==> config.mk <==
export PLATFORM = sky130hd
export DESIGN_NAME = goga_ctrl
export DESIGN_NICKNAME = d
export VERILOG_FILES = /design/src/rtl/goga_pkg.sv /design/src/rtl/goga_ctrl.sv
export SDC_FILE = /design/constraint.sdc
export NUM_CORES = 1
export LEC_CHECK = 0
export BUFFER_PORTS_ARGS = -buffer_cell sky130_fd_sc_hd__buf_2
export CORE_MARGIN = 1
export CORE_UTILIZATION = 25
export DETAILED_ROUTE_END_ITERATION = 12
export SETUP_SLACK_MARGIN = 0.5
export SYNTH_ARGS = -nofsm -noshare
export SYNTH_HDL_FRONTEND = slang
export SYNTH_SLANG_ARGS = --single-unit
==> constraint.sdc <==
create_clock -name clk -period 2.3 [get_ports clk]
set_input_delay 0.345 -clock clk [delete_from_list [all_inputs] [get_ports clk]]
set_output_delay 0.345 -clock clk [all_outputs]
set_load 0.03 [all_outputs]
==> src/rtl/goga_pkg.sv <==
// ----------------------------------------------------------------------------
// goga_pkg
// Types, codes and constants shared by the gene order global aligner.
// ----------------------------------------------------------------------------
package goga_pkg;

  // Default sizing of the tables and of the score arithmetic.
  localparam int MAX_LEN_DEF     = 64;
  localparam int SCORE_WIDTH_DEF = 20;

  // Configuration port sizing.
  localparam int CFG_IDX_W  = 3;
  localparam int CFG_DATA_W = 8;

  // Register indexes on the configuration port.
  localparam logic [CFG_IDX_W-1:0] REG_GAP_SCORE      = 3'd0;
  localparam logic [CFG_IDX_W-1:0] REG_MISMATCH_SCORE = 3'd1;
  localparam logic [CFG_IDX_W-1:0] REG_AP_SCORE       = 3'd2;
  localparam logic [CFG_IDX_W-1:0] REG_HOM_SCORE      = 3'd3;
  localparam logic [CFG_IDX_W-1:0] REG_MAX_GAPS       = 3'd4;
  localparam logic [CFG_IDX_W-1:0] REG_LEN_X          = 3'd5;
  localparam logic [CFG_IDX_W-1:0] REG_LEN_Y          = 3'd6;

  // Command codes of an input word.
  localparam logic [1:0] CMD_CLEAR = 2'd0;
  localparam logic [1:0] CMD_LOAD  = 2'd1;
  localparam logic [1:0] CMD_ALIGN = 2'd2;

  // Input word.
  typedef struct packed {
    logic [1:0] command;
    logic [5:0] hit_x;
    logic [5:0] hit_y;
    logic       hit_is_ap;
  } in_word_t;

  // Result word.
  typedef struct packed {
    logic [5:0]         pos_x;
    logic [5:0]         pos_y;
    logic [6:0]         gaps_x_count;
    logic [6:0]         gaps_x_at;
    logic [6:0]         gaps_y_count;
    logic [6:0]         gaps_y_at;
    logic               too_many_gaps;
    logic               no_hits;
    logic signed [19:0] final_score;
    logic               last;
  } out_word_t;

  // Configuration register contents.
  typedef struct packed {
    logic signed [7:0] gap_score;
    logic signed [7:0] mismatch_score;
    logic signed [7:0] ap_score;
    logic signed [7:0] hom_score;
    logic [6:0]        max_gaps;
    logic [6:0]        len_x;
    logic [6:0]        len_y;
  } cfg_t;

  // Datapath operations issued by the controller.
  typedef enum logic [4:0] {
    OP_NONE,
    OP_ACCEPT,
    OP_CLR_STEP,
    OP_LD_RD,
    OP_LD_WR,
    OP_AL_START,
    OP_INIT_STEP,
    OP_COL_START,
    OP_CELL_RD,
    OP_CELL_ADD,
    OP_CELL_WR,
    OP_FIN_RD,
    OP_FIN_CAP,
    OP_TB_RD0,
    OP_TB_RD1,
    OP_TB_RD2,
    OP_TB_RD3,
    OP_TB_DEC,
    OP_EM_START,
    OP_EM_RD,
    OP_EM_OUT,
    OP_EM_EMPTY
  } op_t;

  // Controller to datapath.
  typedef struct packed {
    op_t op;
  } dp_cmd_t;

  // Datapath to controller.
  typedef struct packed {
    logic [1:0] command;
    logic       clr_done;
    logic       ld_ok;
    logic       row_done;
    logic       col_last;
    logic       ly_zero;
    logic       tb_end;
    logic       n_zero;
    logic       em_last;
    logic       out_free;
  } dp_status_t;

endpackage

==> src/rtl/goga_ctrl.sv <==
// ----------------------------------------------------------------------------
// goga_ctrl
// Sequencer of the aligner: walks the clear, load, fill, traceback and
// emission phases and issues at most one datapath operation per cycle.
// ----------------------------------------------------------------------------
module goga_ctrl (
  input  logic                 clk,
  input  logic                 rst_n,
  input  logic                 in_valid,
  output logic                 in_stall,
  input  goga_pkg::dp_status_t sts,
  output goga_pkg::dp_cmd_t    cmd
);

  typedef enum logic [4:0] {
    S_CLR, S_IDLE, S_LD_RD, S_LD_WR, S_AL_START, S_INIT, S_COL, S_C_RD,
    S_C_ADD, S_C_WR, S_COL_END, S_FIN_RD, S_FIN_CAP, S_T_RD0, S_T_RD1,
    S_T_RD2, S_T_RD3, S_T_DEC, S_T_CHK, S_EM_START, S_EM_RD, S_EM_OUT,
    S_EM_EMPTY
  } state_t;

  state_t state_r, state_nxt;

  // Words are taken only while no operation is in progress.
  assign in_stall = (state_r != S_IDLE);

  // Next state and the operation of the current state.
  always_comb begin
    state_nxt = state_r;
    cmd.op    = goga_pkg::OP_NONE;
    case (state_r)
      S_CLR: begin
        cmd.op = goga_pkg::OP_CLR_STEP;
        if (sts.clr_done) state_nxt = S_IDLE;
      end
      S_IDLE: begin
        if (in_valid) begin
          cmd.op = goga_pkg::OP_ACCEPT;
          case (sts.command)
            goga_pkg::CMD_CLEAR: state_nxt = S_CLR;
            goga_pkg::CMD_LOAD:  state_nxt = S_LD_RD;
            goga_pkg::CMD_ALIGN: state_nxt = S_AL_START;
            default:             state_nxt = S_IDLE;
          endcase
        end
      end
      S_LD_RD: begin
        if (sts.ld_ok) begin
          cmd.op    = goga_pkg::OP_LD_RD;
          state_nxt = S_LD_WR;
        end else begin
          state_nxt = S_IDLE;
        end
      end
      S_LD_WR: begin
        cmd.op    = goga_pkg::OP_LD_WR;
        state_nxt = S_IDLE;
      end
      S_AL_START: begin
        cmd.op    = goga_pkg::OP_AL_START;
        state_nxt = S_INIT;
      end
      S_INIT: begin
        cmd.op = goga_pkg::OP_INIT_STEP;
        if (sts.row_done) state_nxt = sts.col_last ? S_FIN_RD : S_COL;
      end
      S_COL: begin
        cmd.op    = goga_pkg::OP_COL_START;
        state_nxt = sts.ly_zero ? S_COL_END : S_C_RD;
      end
      S_C_RD: begin
        cmd.op    = goga_pkg::OP_CELL_RD;
        state_nxt = S_C_ADD;
      end
      S_C_ADD: begin
        cmd.op    = goga_pkg::OP_CELL_ADD;
        state_nxt = S_C_WR;
      end
      S_C_WR: begin
        cmd.op    = goga_pkg::OP_CELL_WR;
        state_nxt = sts.row_done ? S_COL_END : S_C_RD;
      end
      S_COL_END: begin
        state_nxt = sts.col_last ? S_FIN_RD : S_COL;
      end
      S_FIN_RD: begin
        cmd.op    = goga_pkg::OP_FIN_RD;
        state_nxt = S_FIN_CAP;
      end
      S_FIN_CAP: begin
        cmd.op    = goga_pkg::OP_FIN_CAP;
        state_nxt = sts.tb_end ? S_EM_START : S_T_RD0;
      end
      S_T_RD0: begin
        cmd.op    = goga_pkg::OP_TB_RD0;
        state_nxt = S_T_RD1;
      end
      S_T_RD1: begin
        cmd.op    = goga_pkg::OP_TB_RD1;
        state_nxt = S_T_RD2;
      end
      S_T_RD2: begin
        cmd.op    = goga_pkg::OP_TB_RD2;
        state_nxt = S_T_RD3;
      end
      S_T_RD3: begin
        cmd.op    = goga_pkg::OP_TB_RD3;
        state_nxt = S_T_DEC;
      end
      S_T_DEC: begin
        cmd.op    = goga_pkg::OP_TB_DEC;
        state_nxt = S_T_CHK;
      end
      S_T_CHK: begin
        state_nxt = sts.tb_end ? S_EM_START : S_T_RD0;
      end
      S_EM_START: begin
        cmd.op    = goga_pkg::OP_EM_START;
        state_nxt = sts.n_zero ? S_EM_EMPTY : S_EM_RD;
      end
      S_EM_RD: begin
        cmd.op    = goga_pkg::OP_EM_RD;
        state_nxt = S_EM_OUT;
      end
      S_EM_OUT: begin
        if (sts.out_free) begin
          cmd.op    = goga_pkg::OP_EM_OUT;
          state_nxt = sts.em_last ? S_IDLE : S_EM_RD;
        end
      end
      S_EM_EMPTY: begin
        if (sts.out_free) begin
          cmd.op    = goga_pkg::OP_EM_EMPTY;
          state_nxt = S_IDLE;
        end
      end
      default: state_nxt = S_IDLE;
    endcase
  end

  // State register; reset starts the clearing pass of the hit table.
  always_ff @(posedge clk) begin
    if (!rst_n) begin
      state_r <= S_CLR;
    end else begin
      state_r <= state_nxt;
    end
  end

endmodule

# Word level (Yosys, flattened, before mapping)

Cells that the tools add are included.

Register bits after elaboration: 5

Eq/ne operators: 30
Muxes and demuxes: 19
Reduce and logical (&&, ||, !) cells: 4

Operators with widths:

| operator           | count |
|---|---|
| $pmux 5 s21        | 2 |
| $mux 5             | 9 |
| $eq 5x4->1 const B | 8 |
| $eq 5x5->1 const B | 7 |
| $eq 5x3->1 const B | 4 |
| $mux 4             | 3 |
| $eq 5x2->1 const B | 2 |
| $ne 2x2->1 const B | 5 |
| $pmux 3 s3         | 1 |
| $mux 2             | 3 |
| $eq 5x1->1 const B | 1 |
| $logic_not 5->1    | 1 |
| $ne 5x1->1 const B | 1 |
| $reduce_and 5->1   | 1 |
| $eq 2x1->1 const B | 1 |
| $eq 2x2->1 const B | 1 |
| $logic_not 2->1    | 1 |
| $reduce_or 2->1    | 1 |
| $mux 1             | 1 |

# Depth between registers and ports, before layout

Word-level depth: 4
Depth in mapped cells: 8
Mapped depth without buffers: 6

# Worst setup path before layout

Ideal clock, no wire load.

Path type: reg-to-output
From: register state_r[2]
To: output cmd[2] (netlist bit)
Arrival time: 1939 ps
Path slack: 16 ps
Cell stages (with the launch flop): 8
Path buffers: 3
Path through: dfxtp_1 > buf_2 > buf_2 > buf_4 > nand2_1 > o21ai_0 > a32oi_1 > o21ai_0

RTL lines:

| item                   | RTL line         | text |
|---|---|---|
| start, declared        | goga_ctrl.sv:22  | `state_t state_r, state_nxt;` |
| start signal, assigned | goga_ctrl.sv:146 | `state_r <= state_nxt;` |
| end, declared          | goga_ctrl.sv:12  | `output goga_pkg::dp_cmd_t cmd` |

==> metrics.log <==
[metrics] outcome: finished clean
[metrics] post-place setup slack: roughly 220 ps
[metrics] worst flop-to-flop path endpoint: state_r[1]
[metrics] CORE AREA: approximately 3700 um^2
[metrics] number of remaining DRC errors: 0
[metrics] worst ir drop on vdd: ~190 uV
[metrics] critical path type: flip-flop to output pin
[metrics] Total Wirelength: about 3900 um
[metrics] # port buffers: 19
[metrics] routed vias: ~1300
[metrics] Clk Tree Root Cell: clkbuf_8
[metrics] clock skew after layout: around 0.30 ps
[metrics] unrepaired setup endpoints after global routing: true
[metrics] depth of the CTS H-tree: 1
[metrics] leftover overflow at the end of global routing: 0
[metrics] synthesized netlist net count: ~160
[metrics] vias in the first global route: around 1200
[metrics] antenna violations before repair: 0
[metrics] ys async rst share: 0
[metrics] maximum buffer depth of the clock tree: 2
[metrics] count of state elements after synthesis: 5
[metrics] Initial Utilization: 0.262
[metrics] mean area per synthesized cell: roughly 6.7 um^2
[metrics] number of max-capacitance violations reported: 0
[metrics] average wire per cell in the routed design: approximately 17 um
[metrics] Final nets: around 200
[metrics] global-route wire length before repair: between 5000 and 6000 um
[metrics] post-route fraction of the period consumed by the critical path: 0.861
[metrics] largest area contributor in the synthesized netlist: dfxtp_1
[metrics] area share of the largest cell type after synthesis: 0.104
[metrics] Leakage Power: between 0.5 and 0.6 nW
[metrics] cell area after synthesis: around 960 um^2
[metrics] floorplan die area: a little over 4000 um^2
[metrics] worst path arrival time: about 1600 ps
[metrics] summed negative setup slack over all endpoints: 0 ps
[metrics] critical path fanouts, max: 10
[metrics] number of pins with negative max-slew slack in the final report: 0
[metrics] cell area after placement: 1160 um^2
[metrics] n_diodes: 0
[metrics] Crit. End Element: output pin
[metrics] largest registers: state_r (5)
[metrics] detailed-router iteration count before antenna repair: 5
[metrics] Mapped Cells: between 100 and 150
[metrics] transition at the pin with the smallest max-transition slack: between 500 and 600 ps
[metrics] Die Y-Extent: 64.0 um
[metrics] clock buffer count from CTS: 3
[metrics] Chip Width: roughly 64 um
[metrics] final RePlAce weighted congestion: between 0.8 and 0.9
[metrics] FF-to-FF Start: state_r[3]
[metrics] launching element type of the critical path: flip-flop
[metrics] EDFF count, synth: 0
[metrics] clock net sink count: 5
[metrics] depth of the worst register-to-register path: 7
[metrics] prevailing post-synth register cell: dfxtp_1
[metrics] minimum period implied by the final worst setup slack: 1980 ps
[metrics] DPL Wire Length: between 2000 and 2500 um
[metrics] row cnt: 22
[metrics] pin count of the biggest net entering global routing: 22
[metrics] number of different library cells in the post-synthesis netlist: approximately 50
[metrics] total global-route track usage: 0.176
[metrics] Worst Hold Endpoint: state_r[3]
[metrics] Area growth, synth to finish: 54.8%
[metrics] data required time at the worst endpoint: between 1500 and 2000 ps
[metrics] areal power density over the cells: 336 nW/um^2
[metrics] source-to-sink clock delay at the later pin of the worst-skew pair: approximately 220 ps
[metrics] largest reg by FF count: state_r
[metrics] share of cells above drive strength 1: 0.444
[metrics] final antenna-violating net count: 0
[metrics] final setup fails: 0
[metrics] number of top-level pins: 20
[metrics] worst reg2reg setup slack: about 370 ps
[metrics] post-route cell area: between 1000 and 1500 um^2
[metrics] cell count of the worst hold path: 2
[metrics] most frequent cell after synthesis: nand2_1
[metrics] Final Worst Setup Slack: between 300 and 400 ps
[metrics] final count of hold timing violations: 0
[metrics] relative max-transition margin: 0.652
[metrics] top post-synthesis cells by count: nand2_1 (13), a21oi_1 (12), o21ai_0 (10)
[metrics] count of synthesis-stage warnings from yosys: 0
[metrics] number of vias per cell: about 5.8
[metrics] max FFs per register: 5
[metrics] peak clock frequency supported by timing: ~0.5 GHz
[metrics] synth top area cells: dfxtp_1 (10%), a21oi_1 (6.3%), nor2b_1 (5.2%)
[metrics] part of the Yosys area used for sequential elements: 0.104
[metrics] clock transition time at the flip-flop clock pins of the worst setup and hold paths: ~40 ps
[metrics] worst hold start: rst_n
[metrics] kind of path behind the tightest hold check: input pin to flip-flop
[metrics] clock tree from TritonCTS: done
[metrics] DRC marker count from the first detailed-route iteration: around 110
worst max path at each step:
stage	endpoint	startpoint	depth (start not counted)
after global placement	cmd[0]	state_r[3]	6
final	cmd[0]	state_r[3]	6
after CTS	cmd[0]	state_r[2]	6
after detailed placement	cmd[0]	state_r[3]	6
after global routing	cmd[0]	state_r[3]	6
after floorplan	cmd[0]	state_r[0]	6
layout make-up:
cell class,count,area (um^2)
tap,48,60.1
multi-input combinational,118,861
sequential,5,119
inverter,6,30.0
fill,369,2180
timing repair buffer,47,370
clock buffer,4,45.0
cell families (layout without fill, tap and decap cells):
family                    after synthesis  in the layout  share of synthesized area
xor gates and xnor gates                2              2                     0.0183
buffers and inverters                  20             57                      0.107
AOI/OAI and AO/OA                      57             57                      0.422
and+or+nand+nor                        59             59                      0.348
DFF                                     5              5                      0.104
metal layers:
layer / global-route usage / wire length [um] / vias to the layer above
met2: 0.281 / 1800 / 86
li1: - / - / 620
met5: 0 / 0 / -
met1: 0.230 / 1650 / 603
met4: 0.0881 / 175 / 0
met3: 0.0232 / 316 / 20
metrics by stage:
| stage | instances | hold slack [ps] | utilization | total power (W) |
|---|---|---|---|---|
| 2_1_floorplan | 143 | 476 | - | 0.000246 |
| 3_3_place_gp | 207 | 638 | 0.317 | 0.000292 |
| 3_5_place_dp | 207 | 646 | 0.317 | 0.000289 |
| 4_1_cts | 222 | 406 | 0.379 | 0.000479 |
| 5_1_grt | 228 | 420 | 0.406 | 0.000521 |
| 6_report | 228 | 412 | 0.406 | 0.000498 |
placed cells by master (no fill, tap or decap), types with 5 or more instances in the layout:
cell / count
buf_4: 22
nand2_1: 12
buf_2: 15
o211ai_1: 5
nand3_1: 8
a21oi_1: 12
buf_6: 5
nor2_1: 6
dfxtp_4: 5
o21ai_0: 6
critical path, cell delays in order (launching register included):
cell,delay (ps)
dfxtp_4,380
buf_8,140
inv_1,80
a211o_1,290
a21boi_2,160
o211ai_1,160
buf_4,190
power breakdown:
group | switching, W | internal, W
sequential | 0.0000165 | 0.0000879
clock | 0.0000461 | 0.000119
combinational | 0.000126 | 0.000103
total | 0.000188 | 0.000310
timing repair:
| action | in CTS | in global routing |
|---|---|---|
| pin swaps | 7 | 12 |
| resized for setup | 30 | 10 |
| setup endpoints to repair | 11 | 9 |
| hold buffers | 0 | 0 |
| buffers inserted | 11 | 6 |
(Power assumes the default switching activity.)
